## config.mk

```make
export PLATFORM = sky130hd
export DESIGN_NAME = windowed_direction_average
export DESIGN_NICKNAME = d
export VERILOG_FILES = /design/src/rtl/wda_pkg.sv /design/src/rtl/windowed_direction_average.sv /design/src/rtl/wda_ram.sv /design/src/rtl/wda_ring.sv /design/src/rtl/wda_norm.sv
export VERILOG_INCLUDE_DIRS = /design/src /design/src/rtl
export SDC_FILE = /design/constraint.sdc
export NUM_CORES = 2
export LEC_CHECK = 0
export BUFFER_PORTS_ARGS = -buffer_cell sky130_fd_sc_hd__buf_2
export CELL_PAD_IN_SITES_DETAIL_PLACEMENT = 0
export CELL_PAD_IN_SITES_GLOBAL_PLACEMENT = 1
export CORE_ASPECT_RATIO = 1.25
export CORE_MARGIN = 2
export CORE_UTILIZATION = 48
export CTS_BUF_LIST = sky130_fd_sc_hd__clkbuf_8 sky130_fd_sc_hd__clkbuf_16
export DETAILED_ROUTE_END_ITERATION = 12
export GPL_ROUTABILITY_DRIVEN = 0
export PLACE_DENSITY = 0.83
export SLEW_MARGIN = 40
export SYNTH_ARGS = -nofsm -noshare
export SYNTH_HDL_FRONTEND = slang
export SYNTH_SLANG_ARGS = --single-unit
```

## constraint.sdc

```tcl
create_clock -name clk -period 10.82 [get_ports clk]
set_input_delay 2.164 -clock clk [delete_from_list [all_inputs] [get_ports clk]]
set_output_delay 2.164 -clock clk [all_outputs]
set_load 0.03 [all_outputs]
```

## src/rtl/windowed_direction_average_macros.svh

```systemverilog
// assertion macros shared by the rtl
// every macro samples on clk and is disabled while arst_n is low
`ifndef WINDOWED_DIRECTION_AVERAGE_MACROS_SVH
`define WINDOWED_DIRECTION_AVERAGE_MACROS_SVH

// same-cycle implication
`define WDA_ASSERT_IMP(lbl, ante, cons) \
	lbl: assert property (@(posedge clk) disable iff (!arst_n) (ante) |-> (cons)) \
		else $error("wda assertion failed");

// next-cycle implication
`define WDA_ASSERT_NXT(lbl, ante, cons) \
	lbl: assert property (@(posedge clk) disable iff (!arst_n) (ante) |=> (cons)) \
		else $error("wda assertion failed");

`endif

```

## src/rtl/wda_pkg.sv

```systemverilog
package wda_pkg;

	// window and sample format
	localparam int WINDOW      = 16;
	localparam int SAMPLE_BITS = 16;

	// derived widths
	localparam int SLOT_W  = (WINDOW > 1) ? $clog2(WINDOW) : 1;
	localparam int FILL_W  = $clog2(WINDOW + 1);
	localparam int SUM_W   = SAMPLE_BITS + $clog2(WINDOW);
	localparam int PROD_W  = 2 * SUM_W;
	localparam int SQ_W    = PROD_W + 1;
	localparam int ROOT_W  = (SQ_W + 1) / 2;
	localparam int DIV_W   = ROOT_W + 1;
	localparam int ENTRY_W = 2 * SAMPLE_BITS;

	// unit vector format, q1.14
	localparam int UNIT_W    = 16;
	localparam int UNIT_FRAC = 14;
	localparam int UNIT_ONE  = 1 << UNIT_FRAC;
	localparam int Q_W       = UNIT_FRAC + 1;
	localparam int DIV_STEPS = Q_W;
	localparam int CNT_W     = $clog2(DIV_STEPS);

	typedef struct packed {
		logic signed [SAMPLE_BITS-1:0] sample_x;
		logic signed [SAMPLE_BITS-1:0] sample_y;
	} wda_sample_t;

	typedef struct packed {
		logic signed [UNIT_W-1:0] unit_x;
		logic signed [UNIT_W-1:0] unit_y;
		logic                     zero_sum;
	} wda_unit_t;

	typedef struct packed {
		logic signed [SUM_W-1:0] sum_x;
		logic signed [SUM_W-1:0] sum_y;
	} wda_sums_t;

	typedef enum logic [1:0] {
		RING_IDLE,
		RING_UPDATE,
		RING_SEND
	} wda_ring_state_t;

	typedef enum logic [2:0] {
		NORM_IDLE,
		NORM_SQX,
		NORM_SQY,
		NORM_ROOT,
		NORM_PREP,
		NORM_DIV,
		NORM_DONE
	} wda_norm_state_t;

endpackage

```

## src/rtl/windowed_direction_average.sv

```systemverilog
// each sample transaction goes through the ring update and then the normalise unit, which is shared
// by all transactions: it squares both sums, takes the root one bit at a time, then divides each
// component bit by bit and registers the result; a zero sum skips the division
// the ring update overlaps with the previous normalise, so the ring can accept a new sample meanwhile
// reset clears sums, fill count, write slot and handshake state; ring contents stay undefined
module windowed_direction_average (
	input  logic                 clk,
	input  logic                 arst_n,
	input  logic                 sample_valid,
	output logic                 sample_stall,
	input  wda_pkg::wda_sample_t sample,
	output logic                 unit_valid,
	input  logic                 unit_stall,
	output wda_pkg::wda_unit_t   unit
);

	logic               sums_valid;
	logic               sums_ready;
	wda_pkg::wda_sums_t sums;

	// window ring and running sums
	wda_ring u_ring (
		.clk          (clk),
		.arst_n       (arst_n),
		.sample_valid (sample_valid),
		.sample_stall (sample_stall),
		.sample       (sample),
		.sums_valid   (sums_valid),
		.sums_ready   (sums_ready),
		.sums         (sums)
	);

	// magnitude and unit direction
	wda_norm u_norm (
		.clk        (clk),
		.arst_n     (arst_n),
		.sums_valid (sums_valid),
		.sums_ready (sums_ready),
		.sums       (sums),
		.unit_valid (unit_valid),
		.unit_stall (unit_stall),
		.unit       (unit)
	);

endmodule

```

## src/rtl/wda_ram.sv

```systemverilog
module wda_ram #(
	parameter int WIDTH = 32,
	parameter int DEPTH = 16,
	parameter int ADDR_W = (DEPTH > 1) ? $clog2(DEPTH) : 1
) (
	input  logic              clk,
	input  logic              we,
	input  logic [ADDR_W-1:0] waddr,
	input  logic [WIDTH-1:0]  wdata,
	input  logic              re,
	input  logic [ADDR_W-1:0] raddr,
	output logic [WIDTH-1:0]  rdata
);

	logic [WIDTH-1:0] mem_q [DEPTH];

	// single write port, registered read port
	always_ff @(posedge clk) begin
		if (we) begin
			mem_q[waddr] <= wdata;
		end
		if (re) begin
			rdata <= mem_q[raddr];
		end
	end

endmodule

```

## src/rtl/wda_ring.sv

```systemverilog
module wda_ring (
	input  logic                 clk,
	input  logic                 arst_n,
	input  logic                 sample_valid,
	output logic                 sample_stall,
	input  wda_pkg::wda_sample_t sample,
	output logic                 sums_valid,
	input  logic                 sums_ready,
	output wda_pkg::wda_sums_t   sums
);

	wda_pkg::wda_ring_state_t state_q, state_d;

	wda_pkg::wda_sample_t                 sample_q;
	logic [wda_pkg::SLOT_W-1:0]           slot_q;
	logic [wda_pkg::FILL_W-1:0]           fill_q;
	logic signed [wda_pkg::SUM_W-1:0]     sum_x_q, sum_y_q;

	logic                                 rd_en;
	logic                                 wr_en;
	logic [wda_pkg::ENTRY_W-1:0]          rdata;
	logic                                 full;
	logic signed [wda_pkg::SAMPLE_BITS-1:0] old_x, old_y;
	logic signed [wda_pkg::SUM_W-1:0]     drop_x, drop_y;

	// ring of past samples
	wda_ram #(
		.WIDTH (wda_pkg::ENTRY_W),
		.DEPTH (wda_pkg::WINDOW)
	) u_ram (
		.clk   (clk),
		.we    (wr_en),
		.waddr (slot_q),
		.wdata ({sample_q.sample_x, sample_q.sample_y}),
		.re    (rd_en),
		.raddr (slot_q),
		.rdata (rdata)
	);

	// state register
	always_ff @(posedge clk or negedge arst_n) begin
		if (!arst_n) begin
			state_q <= wda_pkg::RING_IDLE;
		end else begin
			state_q <= state_d;
		end
	end

	// next state and handshake
	always_comb begin
		state_d      = state_q;
		sample_stall = 1'b1;
		sums_valid   = 1'b0;
		rd_en        = 1'b0;
		wr_en        = 1'b0;
		case (state_q)
			wda_pkg::RING_IDLE: begin
				sample_stall = 1'b0;
				rd_en        = sample_valid;
				if (sample_valid) begin
					state_d = wda_pkg::RING_UPDATE;
				end
			end
			wda_pkg::RING_UPDATE: begin
				wr_en   = 1'b1;
				state_d = wda_pkg::RING_SEND;
			end
			wda_pkg::RING_SEND: begin
				sums_valid = 1'b1;
				if (sums_ready) begin
					state_d = wda_pkg::RING_IDLE;
				end
			end
			default: begin
				state_d = wda_pkg::RING_IDLE;
			end
		endcase
	end

	// oldest sample leaves the window once the ring is full
	assign full   = (fill_q == wda_pkg::FILL_W'(wda_pkg::WINDOW));
	assign old_x  = rdata[wda_pkg::ENTRY_W-1:wda_pkg::SAMPLE_BITS];
	assign old_y  = rdata[wda_pkg::SAMPLE_BITS-1:0];
	assign drop_x = full ? wda_pkg::SUM_W'(old_x) : '0;
	assign drop_y = full ? wda_pkg::SUM_W'(old_y) : '0;

	// sample capture
	always_ff @(posedge clk) begin
		if (state_q == wda_pkg::RING_IDLE && sample_valid) begin
			sample_q <= sample;
		end
	end

	// running sums, fill count and write slot
	always_ff @(posedge clk or negedge arst_n) begin
		if (!arst_n) begin
			sum_x_q <= '0;
			sum_y_q <= '0;
			fill_q  <= '0;
			slot_q  <= '0;
		end else if (wr_en) begin
			sum_x_q <= sum_x_q - drop_x + wda_pkg::SUM_W'(sample_q.sample_x);
			sum_y_q <= sum_y_q - drop_y + wda_pkg::SUM_W'(sample_q.sample_y);
			if (!full) begin
				fill_q <= fill_q + 1'b1;
			end
			if (slot_q == wda_pkg::SLOT_W'(wda_pkg::WINDOW - 1)) begin
				slot_q <= '0;
			end else begin
				slot_q <= slot_q + 1'b1;
			end
		end
	end

	assign sums.sum_x = sum_x_q;
	assign sums.sum_y = sum_y_q;

endmodule

```

## src/rtl/wda_norm.sv

```systemverilog
`include "windowed_direction_average_macros.svh"

module wda_norm (
	input  logic               clk,
	input  logic               arst_n,
	input  logic               sums_valid,
	output logic               sums_ready,
	input  wda_pkg::wda_sums_t sums,
	output logic               unit_valid,
	input  logic               unit_stall,
	output wda_pkg::wda_unit_t unit
);

	localparam logic [wda_pkg::SQ_W-1:0] BIT_INIT =
		wda_pkg::SQ_W'(1) << (2 * (wda_pkg::ROOT_W - 1));

	wda_pkg::wda_norm_state_t state_q, state_d;

	logic [wda_pkg::SUM_W-1:0]   ax_q, ay_q;
	logic                        neg_x_q, neg_y_q;
	logic [wda_pkg::PROD_W-1:0]  sq_q;
	logic [wda_pkg::SQ_W-1:0]    rem_q, root_q, bit_q;
	logic [wda_pkg::DIV_W-1:0]   rx_q, ry_q;
	logic [wda_pkg::Q_W-1:0]     qx_q, qy_q;
	logic [wda_pkg::CNT_W-1:0]   cnt_q;
	logic                        out_valid_q;
	wda_pkg::wda_unit_t          out_q;

	logic [wda_pkg::SUM_W-1:0]   abs_x, abs_y;
	logic [wda_pkg::SUM_W-1:0]   mul_op;
	logic [wda_pkg::PROD_W-1:0]  prod;
	logic [wda_pkg::SQ_W:0]      trial;
	logic                        root_ge;
	logic [wda_pkg::ROOT_W-1:0]  mag;
	logic                        mag_zero;
	logic                        ge_x, ge_y;
	logic [wda_pkg::DIV_W-1:0]   rx_sub, ry_sub;
	logic [wda_pkg::Q_W-1:0]     sat_x, sat_y;
	logic                        load_out;
	wda_pkg::wda_unit_t          result;

	// magnitudes of the incoming sums
	assign abs_x = sums.sum_x[wda_pkg::SUM_W-1] ? $unsigned(-sums.sum_x) : $unsigned(sums.sum_x);
	assign abs_y = sums.sum_y[wda_pkg::SUM_W-1] ? $unsigned(-sums.sum_y) : $unsigned(sums.sum_y);

	// shared squaring multiplier
	assign mul_op = (state_q == wda_pkg::NORM_SQX) ? ax_q : ay_q;
	assign prod   = wda_pkg::PROD_W'(mul_op) * wda_pkg::PROD_W'(mul_op);

	// one root bit per cycle
	assign trial   = {1'b0, root_q} + {1'b0, bit_q};
	assign root_ge = ({1'b0, rem_q} >= trial);
	assign mag      = root_q[wda_pkg::ROOT_W-1:0];
	assign mag_zero = (root_q == '0);

	// one quotient bit per cycle on each component
	assign ge_x   = (rx_q >= wda_pkg::DIV_W'(mag));
	assign ge_y   = (ry_q >= wda_pkg::DIV_W'(mag));
	assign rx_sub = ge_x ? rx_q - wda_pkg::DIV_W'(mag) : rx_q;
	assign ry_sub = ge_y ? ry_q - wda_pkg::DIV_W'(mag) : ry_q;

	// state register
	always_ff @(posedge clk or negedge arst_n) begin
		if (!arst_n) begin
			state_q <= wda_pkg::NORM_IDLE;
		end else begin
			state_q <= state_d;
		end
	end

	// next state and controls
	always_comb begin
		state_d    = state_q;
		sums_ready = 1'b0;
		load_out   = 1'b0;
		case (state_q)
			wda_pkg::NORM_IDLE: begin
				sums_ready = 1'b1;
				if (sums_valid) begin
					state_d = wda_pkg::NORM_SQX;
				end
			end
			wda_pkg::NORM_SQX: begin
				state_d = wda_pkg::NORM_SQY;
			end
			wda_pkg::NORM_SQY: begin
				state_d = wda_pkg::NORM_ROOT;
			end
			wda_pkg::NORM_ROOT: begin
				if (bit_q[0]) begin
					state_d = wda_pkg::NORM_PREP;
				end
			end
			wda_pkg::NORM_PREP: begin
				state_d = mag_zero ? wda_pkg::NORM_DONE : wda_pkg::NORM_DIV;
			end
			wda_pkg::NORM_DIV: begin
				if (cnt_q == wda_pkg::CNT_W'(wda_pkg::DIV_STEPS - 1)) begin
					state_d = wda_pkg::NORM_DONE;
				end
			end
			wda_pkg::NORM_DONE: begin
				if (!out_valid_q || !unit_stall) begin
					load_out = 1'b1;
					state_d  = wda_pkg::NORM_IDLE;
				end
			end
			default: begin
				state_d = wda_pkg::NORM_IDLE;
			end
		endcase
	end

	// datapath
	always_ff @(posedge clk) begin
		case (state_q)
			wda_pkg::NORM_IDLE: begin
				ax_q    <= abs_x;
				ay_q    <= abs_y;
				neg_x_q <= sums.sum_x[wda_pkg::SUM_W-1];
				neg_y_q <= sums.sum_y[wda_pkg::SUM_W-1];
			end
			wda_pkg::NORM_SQX: begin
				sq_q <= prod;
			end
			wda_pkg::NORM_SQY: begin
				rem_q  <= wda_pkg::SQ_W'(sq_q) + wda_pkg::SQ_W'(prod);
				root_q <= '0;
				bit_q  <= BIT_INIT;
			end
			wda_pkg::NORM_ROOT: begin
				if (root_ge) begin
					rem_q  <= rem_q - trial[wda_pkg::SQ_W-1:0];
					root_q <= (root_q >> 1) + bit_q;
				end else begin
					root_q <= root_q >> 1;
				end
				bit_q <= bit_q >> 2;
			end
			wda_pkg::NORM_PREP: begin
				rx_q  <= wda_pkg::DIV_W'(ax_q);
				ry_q  <= wda_pkg::DIV_W'(ay_q);
				qx_q  <= '0;
				qy_q  <= '0;
				cnt_q <= '0;
			end
			wda_pkg::NORM_DIV: begin
				rx_q  <= {rx_sub[wda_pkg::DIV_W-2:0], 1'b0};
				ry_q  <= {ry_sub[wda_pkg::DIV_W-2:0], 1'b0};
				qx_q  <= {qx_q[wda_pkg::Q_W-2:0], ge_x};
				qy_q  <= {qy_q[wda_pkg::Q_W-2:0], ge_y};
				cnt_q <= cnt_q + 1'b1;
			end
			default: begin
			end
		endcase
	end

	// saturate, apply sign, flag a zero sum
	assign sat_x = (qx_q > wda_pkg::Q_W'(wda_pkg::UNIT_ONE)) ? wda_pkg::Q_W'(wda_pkg::UNIT_ONE) : qx_q;
	assign sat_y = (qy_q > wda_pkg::Q_W'(wda_pkg::UNIT_ONE)) ? wda_pkg::Q_W'(wda_pkg::UNIT_ONE) : qy_q;

	always_comb begin
		result.zero_sum = mag_zero;
		if (mag_zero) begin
			result.unit_x = '0;
			result.unit_y = '0;
		end else begin
			result.unit_x = neg_x_q ? -$signed(wda_pkg::UNIT_W'(sat_x)) : $signed(wda_pkg::UNIT_W'(sat_x));
			result.unit_y = neg_y_q ? -$signed(wda_pkg::UNIT_W'(sat_y)) : $signed(wda_pkg::UNIT_W'(sat_y));
		end
	end

	// output register
	always_ff @(posedge clk or negedge arst_n) begin
		if (!arst_n) begin
			out_valid_q <= 1'b0;
		end else if (load_out) begin
			out_valid_q <= 1'b1;
		end else if (!unit_stall) begin
			out_valid_q <= 1'b0;
		end
	end

	always_ff @(posedge clk) begin
		if (load_out) begin
			out_q <= result;
		end
	end

	assign unit_valid = out_valid_q;
	assign unit       = out_q;

	// quotients never exceed one since each component is at most the magnitude
	`WDA_ASSERT_IMP(a_quot_le_one, state_q == wda_pkg::NORM_DONE && !mag_zero,
		qx_q <= wda_pkg::Q_W'(wda_pkg::UNIT_ONE) && qy_q <= wda_pkg::Q_W'(wda_pkg::UNIT_ONE))
	// final root fits the magnitude width
	`WDA_ASSERT_IMP(a_root_fits, state_q == wda_pkg::NORM_PREP,
		(root_q >> wda_pkg::ROOT_W) == '0)
	// a handed-over sum always starts the squaring step
	`WDA_ASSERT_NXT(a_start_sq, state_q == wda_pkg::NORM_IDLE && sums_valid,
		state_q == wda_pkg::NORM_SQX)
	// an output load never overwrites a result still waiting
	`WDA_ASSERT_IMP(a_no_overwrite, load_out, !out_valid_q || !unit_stall)

endmodule
```

-- Word-level counts from Yosys, hierarchy flattened
Memory sizes are Yosys's and may differ from the RTL's. A register that Yosys moved wholly into a read port is not among the register bits.
Index checks and enable logic that the tools add are counted.
- add/sub/neg operators: 17
- $mul: 1
- $lt $le $gt $ge: 5
- equality and inequality tests: 19
- multiplexer cells: 42
- bitwise logic cells: 3
- reduce and logical (&&, ||, !) cells: 15
- operators with widths (operator ; number):
    $pmux W41 S2 ; 3
    $pmux W22 S2 ; 2
    $mux W41 ; 2
    $mux W15 ; 4
    $mux W20 ; 3
    $pmux W15 S2 ; 2
    $ge A22 B21 Y1 ; 2
    $add A41 B41 Y42 ; 1
    $ge A41 B42 Y1 ; 1
    $mux W21 ; 2
    $sub A21 B21 Y21 ; 2
    $add A40 B40 Y41 ; 1
    $add A40 B41 Y41 ; 1
    $logic_not A41 Y1 ; 1
    $sub A41 B41 Y41 ; 1
    $add A20 B16 Y20 ; 2
    $mul A20 B20 Y40 ; 1
    $neg A20 Y20 ; 2
    $sub A20 B20 Y20 ; 2
    $mux W19 ; 2
    $neg A15 Y16 ; 2
    $gt A15 B15 Y1 const B ; 2
    $pmux W3 S7 ; 1
    $mux W3 ; 4
    other kinds (26) ; 56
- flip-flop bits (word level): 403
- memory bits (writable): 512
- input port bits: 36
- output and inout port bits: 35
- word-level logic and storage cells: 132
- memories: 1
- memories (memory ; words ; bits a word ; rd ports ; clocked after memory_dff ; write ports ; RTL line ; RTL):
    u_ring.u_ram.mem_q ; 16 ; 32 ; 1 ; 1 ; 1 ; wda_ram.sv:15 ; logic [WIDTH-1:0] mem_q [DEPTH];

-- Logic depth before layout (Yosys ltp)
- depth in word-level cells: 5
- depth in mapped cells: 42
- gate-level depth less buffers: 39

-- By module
Synthesis repeated with hierarchy kept, for this count alone.
- cells, all modules: 4981
- area total of the unflattened synthesis: 59203.0 sq um
- by module, submodules not included (module ; instances ; cells an instance ; area each (sq um) ; sequential area each (sq um)):
    wda_norm ; 1 ; 3441 ; 32643.8 ; 8958.6
    wda_ram ; 1 ; 838 ; 20155.6 ; 16335.7
    wda_ring ; 1 ; 702 ; 6403.6 ; 2237.1

-- Worst setup path before layout
OpenSTA, ideal clock, no wires.
- path kind: register to register
- start: register u_norm.state_q[1]
- end: register u_norm.rem_q[37] in the netlist's numbering (data pin)
- setup time: 271 ps
- arrival: 10623 ps
- required time: 10549 ps
- setup slack: -74 ps
- cell stages (with the launch flop): 38
- path buffers: 3
- clock period less this slack: 10894 ps
- path through: dfrtp_1 -> buf_2 -> nor3b_2 -> buf_4 -> buf_1 -> mux2_2 -> nand2_1 -> fa_1 -> inv_1 -> fa_1 -> inv_1 -> fa_1 -> inv_1 -> fa_1 -> inv_1 -> fa_1 -> inv_1 -> fa_1 -> (+2 left out) -> a21o_1 -> a21o_1 -> a2111oi_0 -> o21bai_1 -> a2111o_1 -> o21ai_0 -> xnor2_1 -> ha_1 -> a21o_1 -> a221o_1 -> a21oi_1 -> nand3b_1 -> a21o_1 -> a311o_1 -> a211o_1 -> a21oi_1 -> xor2_1 -> mux2i_1
- word-level cells in the longest chain between the ends: 5
- elaborated cells on any way between the ends: 7
- classes of those cells: 1 x add/sub; 1 x mul; 3 x eq/ne; 2 x mux
- RTL lines (what ; RTL line ; RTL):
    start, declared ; wda_norm.sv:17 ; wda_pkg::wda_norm_state_t state_q, state_d;
    start signal, assigned ; wda_norm.sv:65 ; state_q <= wda_pkg::NORM_IDLE;
    start signal, assigned ; wda_norm.sv:67 ; state_q <= state_d;
    $eq A3 B1 Y1 ; wda_norm.sv:47 ; assign mul_op = (state_q == wda_pkg::NORM_SQX) ? ax_q : ay_q;
    $mux W20 ; wda_norm.sv:47 ;
    $mul A20 B20 Y40 ; wda_norm.sv:48 ; assign prod = wda_pkg::PROD_W'(mul_op) * wda_pkg::PROD_W'(mul_op);
    named net u_norm.prod, one bit ; wda_norm.sv:31 ; logic [wda_pkg::PROD_W-1:0] prod;
    $add A40 B40 Y41 ; wda_norm.sv:127 ; rem_q <= wda_pkg::SQ_W'(sq_q) + wda_pkg::SQ_W'(prod);
    $pmux W41 S2 ; wda_norm.sv:116 ; case (state_q)
    end signal, assigned ; wda_norm.sv:127 ;
    end signal, assigned ; wda_norm.sv:133 ; rem_q <= rem_q - trial[wda_pkg::SQ_W-1:0];
    end, declared ; wda_norm.sv:22 ; logic [wda_pkg::SQ_W-1:0] rem_q, root_q, bit_q;
The timed path passes the listed nets, and every way through them passes these cells.
A chain may end at the register's enable or synchronous reset.

-- Worst setup path after layout
Ends and elaborated chain as after synthesis.

==> run summary <==
Starting utilization of the core area - 48.19%
TritonCTS buffer count - 97
Clock-pin slew of the registers on the worst-case setup and hold paths - 60 ps
Final #Nets - 5706
Multi-input combinational cell area - 28990 µm²
Remaining Overflow, GRT - 0
Final clock skew - 38.54 ps
Total number of placement rows - 144
Finished Cell Area - 65090 µm²
PD cells - 164.5 nW/µm²
Mean instance size in the synthesized netlist - 12.09 µm²
Synthesis Warnings - 0
Area of all sequential standard cells - 27550 µm²
Gate family responsible for the most delay along the worst path - adder cells
Number of synthesized flops with an enable pin - 871
Cell area after placement - 61730 µm²
Height of the chip - 396.7 µm
Clock root cell - clkbuf_16
Highest clock rate - 0.09729 GHz
Full die area - 126200 µm²
Leakage dissipation - 26.28 nW
Number of global-route vias before repair - 39797
Slowest CP cell - fa_1
Worst min path class - reg2reg
Maximum fanout count along the critical path - 27
Top cell by count, worst path - fa_1
Actual transition at the worst max-transition pin - 788.2 ps
DRC violations left - 0
Status - completed
Number of antenna-violating nets in the routed design - 0
Clock tree sinks - 926
Max-slew violation count - 0
Final routed wirelength across all metal layers - 146.0 mm
Cells after synthesis - 4896
Setup CP Type - reg2reg
CP Data Required Time - 11250 ps
Layout cells sized above 1 - 11.36%
Initial antenna violation count - 0
Asr flop ratio synth - 5.940%
Max-slew headroom at the worst pin - 47.45%
Net count of the mapped netlist - 5617
Number of DRC violations after detailed-routing iteration 0 - 3061
Final setup violation count - 0
Final Hold Viols - 0
Worst skew pair latency - 700 ps
Number of buffer and inverter stages on the critical path - 4
Worst vdd rail ir drop - 238.4 µV
Minimum clock period after layout - 10280 ps
Max Cap Viol - 0
Level count of the clock H-tree - 3
Minimum setup slack after placement - 279.7 ps
Element type at the critical path end - flop
Unique masters post-synth - 89
Setup slack of the critical path after layout - 541.1 ps
Tcrit/Tclk final - 95.00%
Sort of element at the start of the critical path - flop
Largest net degree at the start of global routing - 77
TritonCTS clock tree - built
Diode insertion count for antenna repair - 0
Number of ports placed on the die boundary - 71
Number of inserted filler cells in the final layout - 10249
Area of the placeable core - 122900 µm²
Per-cell routed wire length - 21.87 µm
Setup repair after global routing missed its margin - false
Detailed-routing iteration count for the pre-antenna-repair pass - 6
HPWL Detailed - 100.9 mm
Global routing usage summed across all routing layers - 23.24%
CP Data Arrival Time - 10700 ps
Clock Path Buffers - 3
Global-route wire length before repair - 228.0 mm
Average via count per standard cell - 5.733
Final core occ - 52.97%
Synthesis-to-layout area growth - 9.916%
Final-layout setup total negative slack - 0 ps
Number of port buffers - 70
Sequential element share of the synthesized area - 46.49%
Detailed-route via count - 38268
Top_reg_cell synth - edfxtp_1
Worst stage delay on the critical path - 560 ps
Die boundary width - 318.2 µm
Post-synthesis sequential element count - 926
Post-synthesis instance area - 59220 µm²
[cell usage in the layout, fill, tap and decap left out, types with 17 or more instances in the layout]
cell / Yosys / layout
a21oi_1: 185 / 183
a31oi_1: 62 / 62
ha_1: 365 / 365
nand2_1: 405 / 404
dfrtp_1: 55 / 48
and3_1: 51 / 51
o21bai_1: 29 / 29
nor4_1: 24 / 24
nand2b_1: 37 / 36
o21a_1: 33 / 33
buf_4: 2 / 72
and2_2: 0 / 17
nand3_1: 61 / 61
nor3_1: 53 / 49
a21o_1: 95 / 95
a211oi_1: 37 / 37
o21ai_0: 210 / 210
edfxtp_1: 871 / 871
clkbuf_16: 0 / 98
nand4_1: 42 / 42
fa_1: 320 / 320
xor2_1: 98 / 98
mux2i_1: 61 / 60
clkinv_2: 0 / 22
mux2_2: 19 / 19
xnor2_1: 181 / 181
mux4_2: 160 / 160
o31ai_1: 40 / 40
inv_1: 570 / 584
and2_1: 84 / 67
nor2_1: 311 / 308
nor2b_1: 40 / 38
buf_2: 14 / 70
clkinv_1: 6 / 20
or3_1: 27 / 27
[cell families after synthesis]
family / share of synthesized area (%)
AO/OA/AOI/OAI: 8.944
XOR/XNOR: 4.127
buffers and inverters: 4.765
multiplexers: 7.478
flip-flops: 46.49
adder cells (fa/ha/maj): 18.56
AND/OR/NAND/NOR: 9.629
[registers in the layout, indices dropped and copies added, names as in the netlist, 2 cells and up]
signal / count
u_ring.sample_q: 32
u_norm.ry_q: 22
u_norm.ay_q: 20
u_norm.root_q: 41
u_ring.sum_y_q: 20
u_norm.state_q: 3
u_ring.state_q: 2
u_norm.ax_q: 20
u_ring.u_ram.rdata: 32
u_norm.rem_q: 41
u_norm.qy_q: 15
u_norm.sq_q: 39
u_norm.qx_q: 15
u_norm.bit_q: 21
u_ring.u_ram.mem_q: 512
u_norm.cnt_q: 4
u_ring.fill_q: 5
u_ring.slot_q: 4
u_ring.sum_x_q: 20
u_norm.unit: 33
u_norm.rx_q: 22
[final timing paths]
check / startpoint / end / slack (ps) / cells after the start
max: u_norm.state_q[1] / u_norm.rem_q[37] / 540 / 33
min: u_ring.fill_q[4] / u_ring.fill_q[4] / 480 / 1
max reg2reg: u_norm.state_q[1] / u_norm.rem_q[37] / 540 / 33
min reg2reg: u_ring.fill_q[4] / u_ring.fill_q[4] / 480 / 1
max in group asynchronous: arst_n / u_norm.state_q[1] / 8760 / 2
min in group asynchronous: arst_n / u_norm.unit_valid / 1530 / 2
[Yosys cell counts (all sizes together) (7+ instances only)]
| master | instances | area [µm²] |
|---|---|---|
| a211o | 10 | 87.58 |
| a211oi | 39 | 302.8 |
| a21boi | 13 | 105.1 |
| a21o | 96 | 728.2 |
| a21oi | 186 | 934.7 |
| a31o | 12 | 105.1 |
| a31oi | 64 | 412.9 |
| and2 | 84 | 525.5 |
| and3 | 51 | 319.1 |
| buf | 43 | 201.4 |
| clkbuf | 121 | 454.2 |
| dfrtp | 55 | 1376 |
| edfxtp | 871 | 26160 |
| fa | 320 | 6406 |
| ha | 365 | 4567 |
| inv | 571 | 2143 |
| mux2 | 19 | 214.0 |
| mux2i | 61 | 610.6 |
| mux4 | 160 | 3603 |
| nand2 | 405 | 1520 |
| nand2b | 37 | 231.5 |
| nand3 | 61 | 305.3 |
| nand3b | 7 | 52.55 |
| nand4 | 43 | 275.3 |
| nand4b | 8 | 70.07 |
| nor2 | 311 | 1167 |
| nor2b | 40 | 250.2 |
| nor3 | 54 | 275.3 |
| nor3b | 15 | 117.6 |
| nor4 | 25 | 162.6 |
| o2111ai | 7 | 61.31 |
| o211ai | 16 | 125.1 |
| o21a | 33 | 247.7 |
| o21ai | 218 | 1099 |
| o21bai | 29 | 217.7 |
| o31a | 7 | 61.31 |
| o31ai | 40 | 300.3 |
| o41ai | 11 | 103.9 |
| or2 | 9 | 58.81 |
| or3 | 27 | 168.9 |
| or4 | 7 | 56.30 |
| xnor2 | 181 | 1585 |
| xor2 | 98 | 858.3 |
[final cells by class]
class,instances,share of cell area (%)
timing repair buffer,154,1.655
clock inverter,83,1.265
sequential,926,42.32
tap,1606,3.087
clock buffer,100,3.810
inverter,577,3.328
multi-input combinational,3229,44.53
[per-stage QoR]
stage	instances	power [mW]	hold WS (ps)
after floorplan	4896	6.645	438.0
after global placement	6485	7.246	463.5
after detailed placement	6489	7.341	463.4
after CTS	6672	10.80	476.3
after global routing	6675	11.21	507.3
final	6675	10.71	479.1
[timing repair]
| item | in CTS | in global routing |
|---|---|---|
| endpoints found under the setup margin | 0 | 10 |
| gates resized for setup | 0 | 7 |
| setup buffers | 0 | 3 |
| hold buffers | 0 | 0 |
[metal layers]
layer / part of all wire, % / global-route usage [%] / vias up / wire length (µm)
li1: - / - / 17688 / -
met1: 39 / 28.01 / 19049 / 56870
met5: 0 / 0 / - / 0
met4: 4.4 / 10.26 / 0 / 6458
met3: 5.1 / 2.681 / 326 / 7482
met2: 52 / 41.93 / 1205 / 75200
[report_power, final]
group	internal, mW	switching (mW)
sequential	4.31	0.291
combinational	1.27	1.41
clock	1.95	1.48
Note: power is estimated with default switching activity, not from simulation.
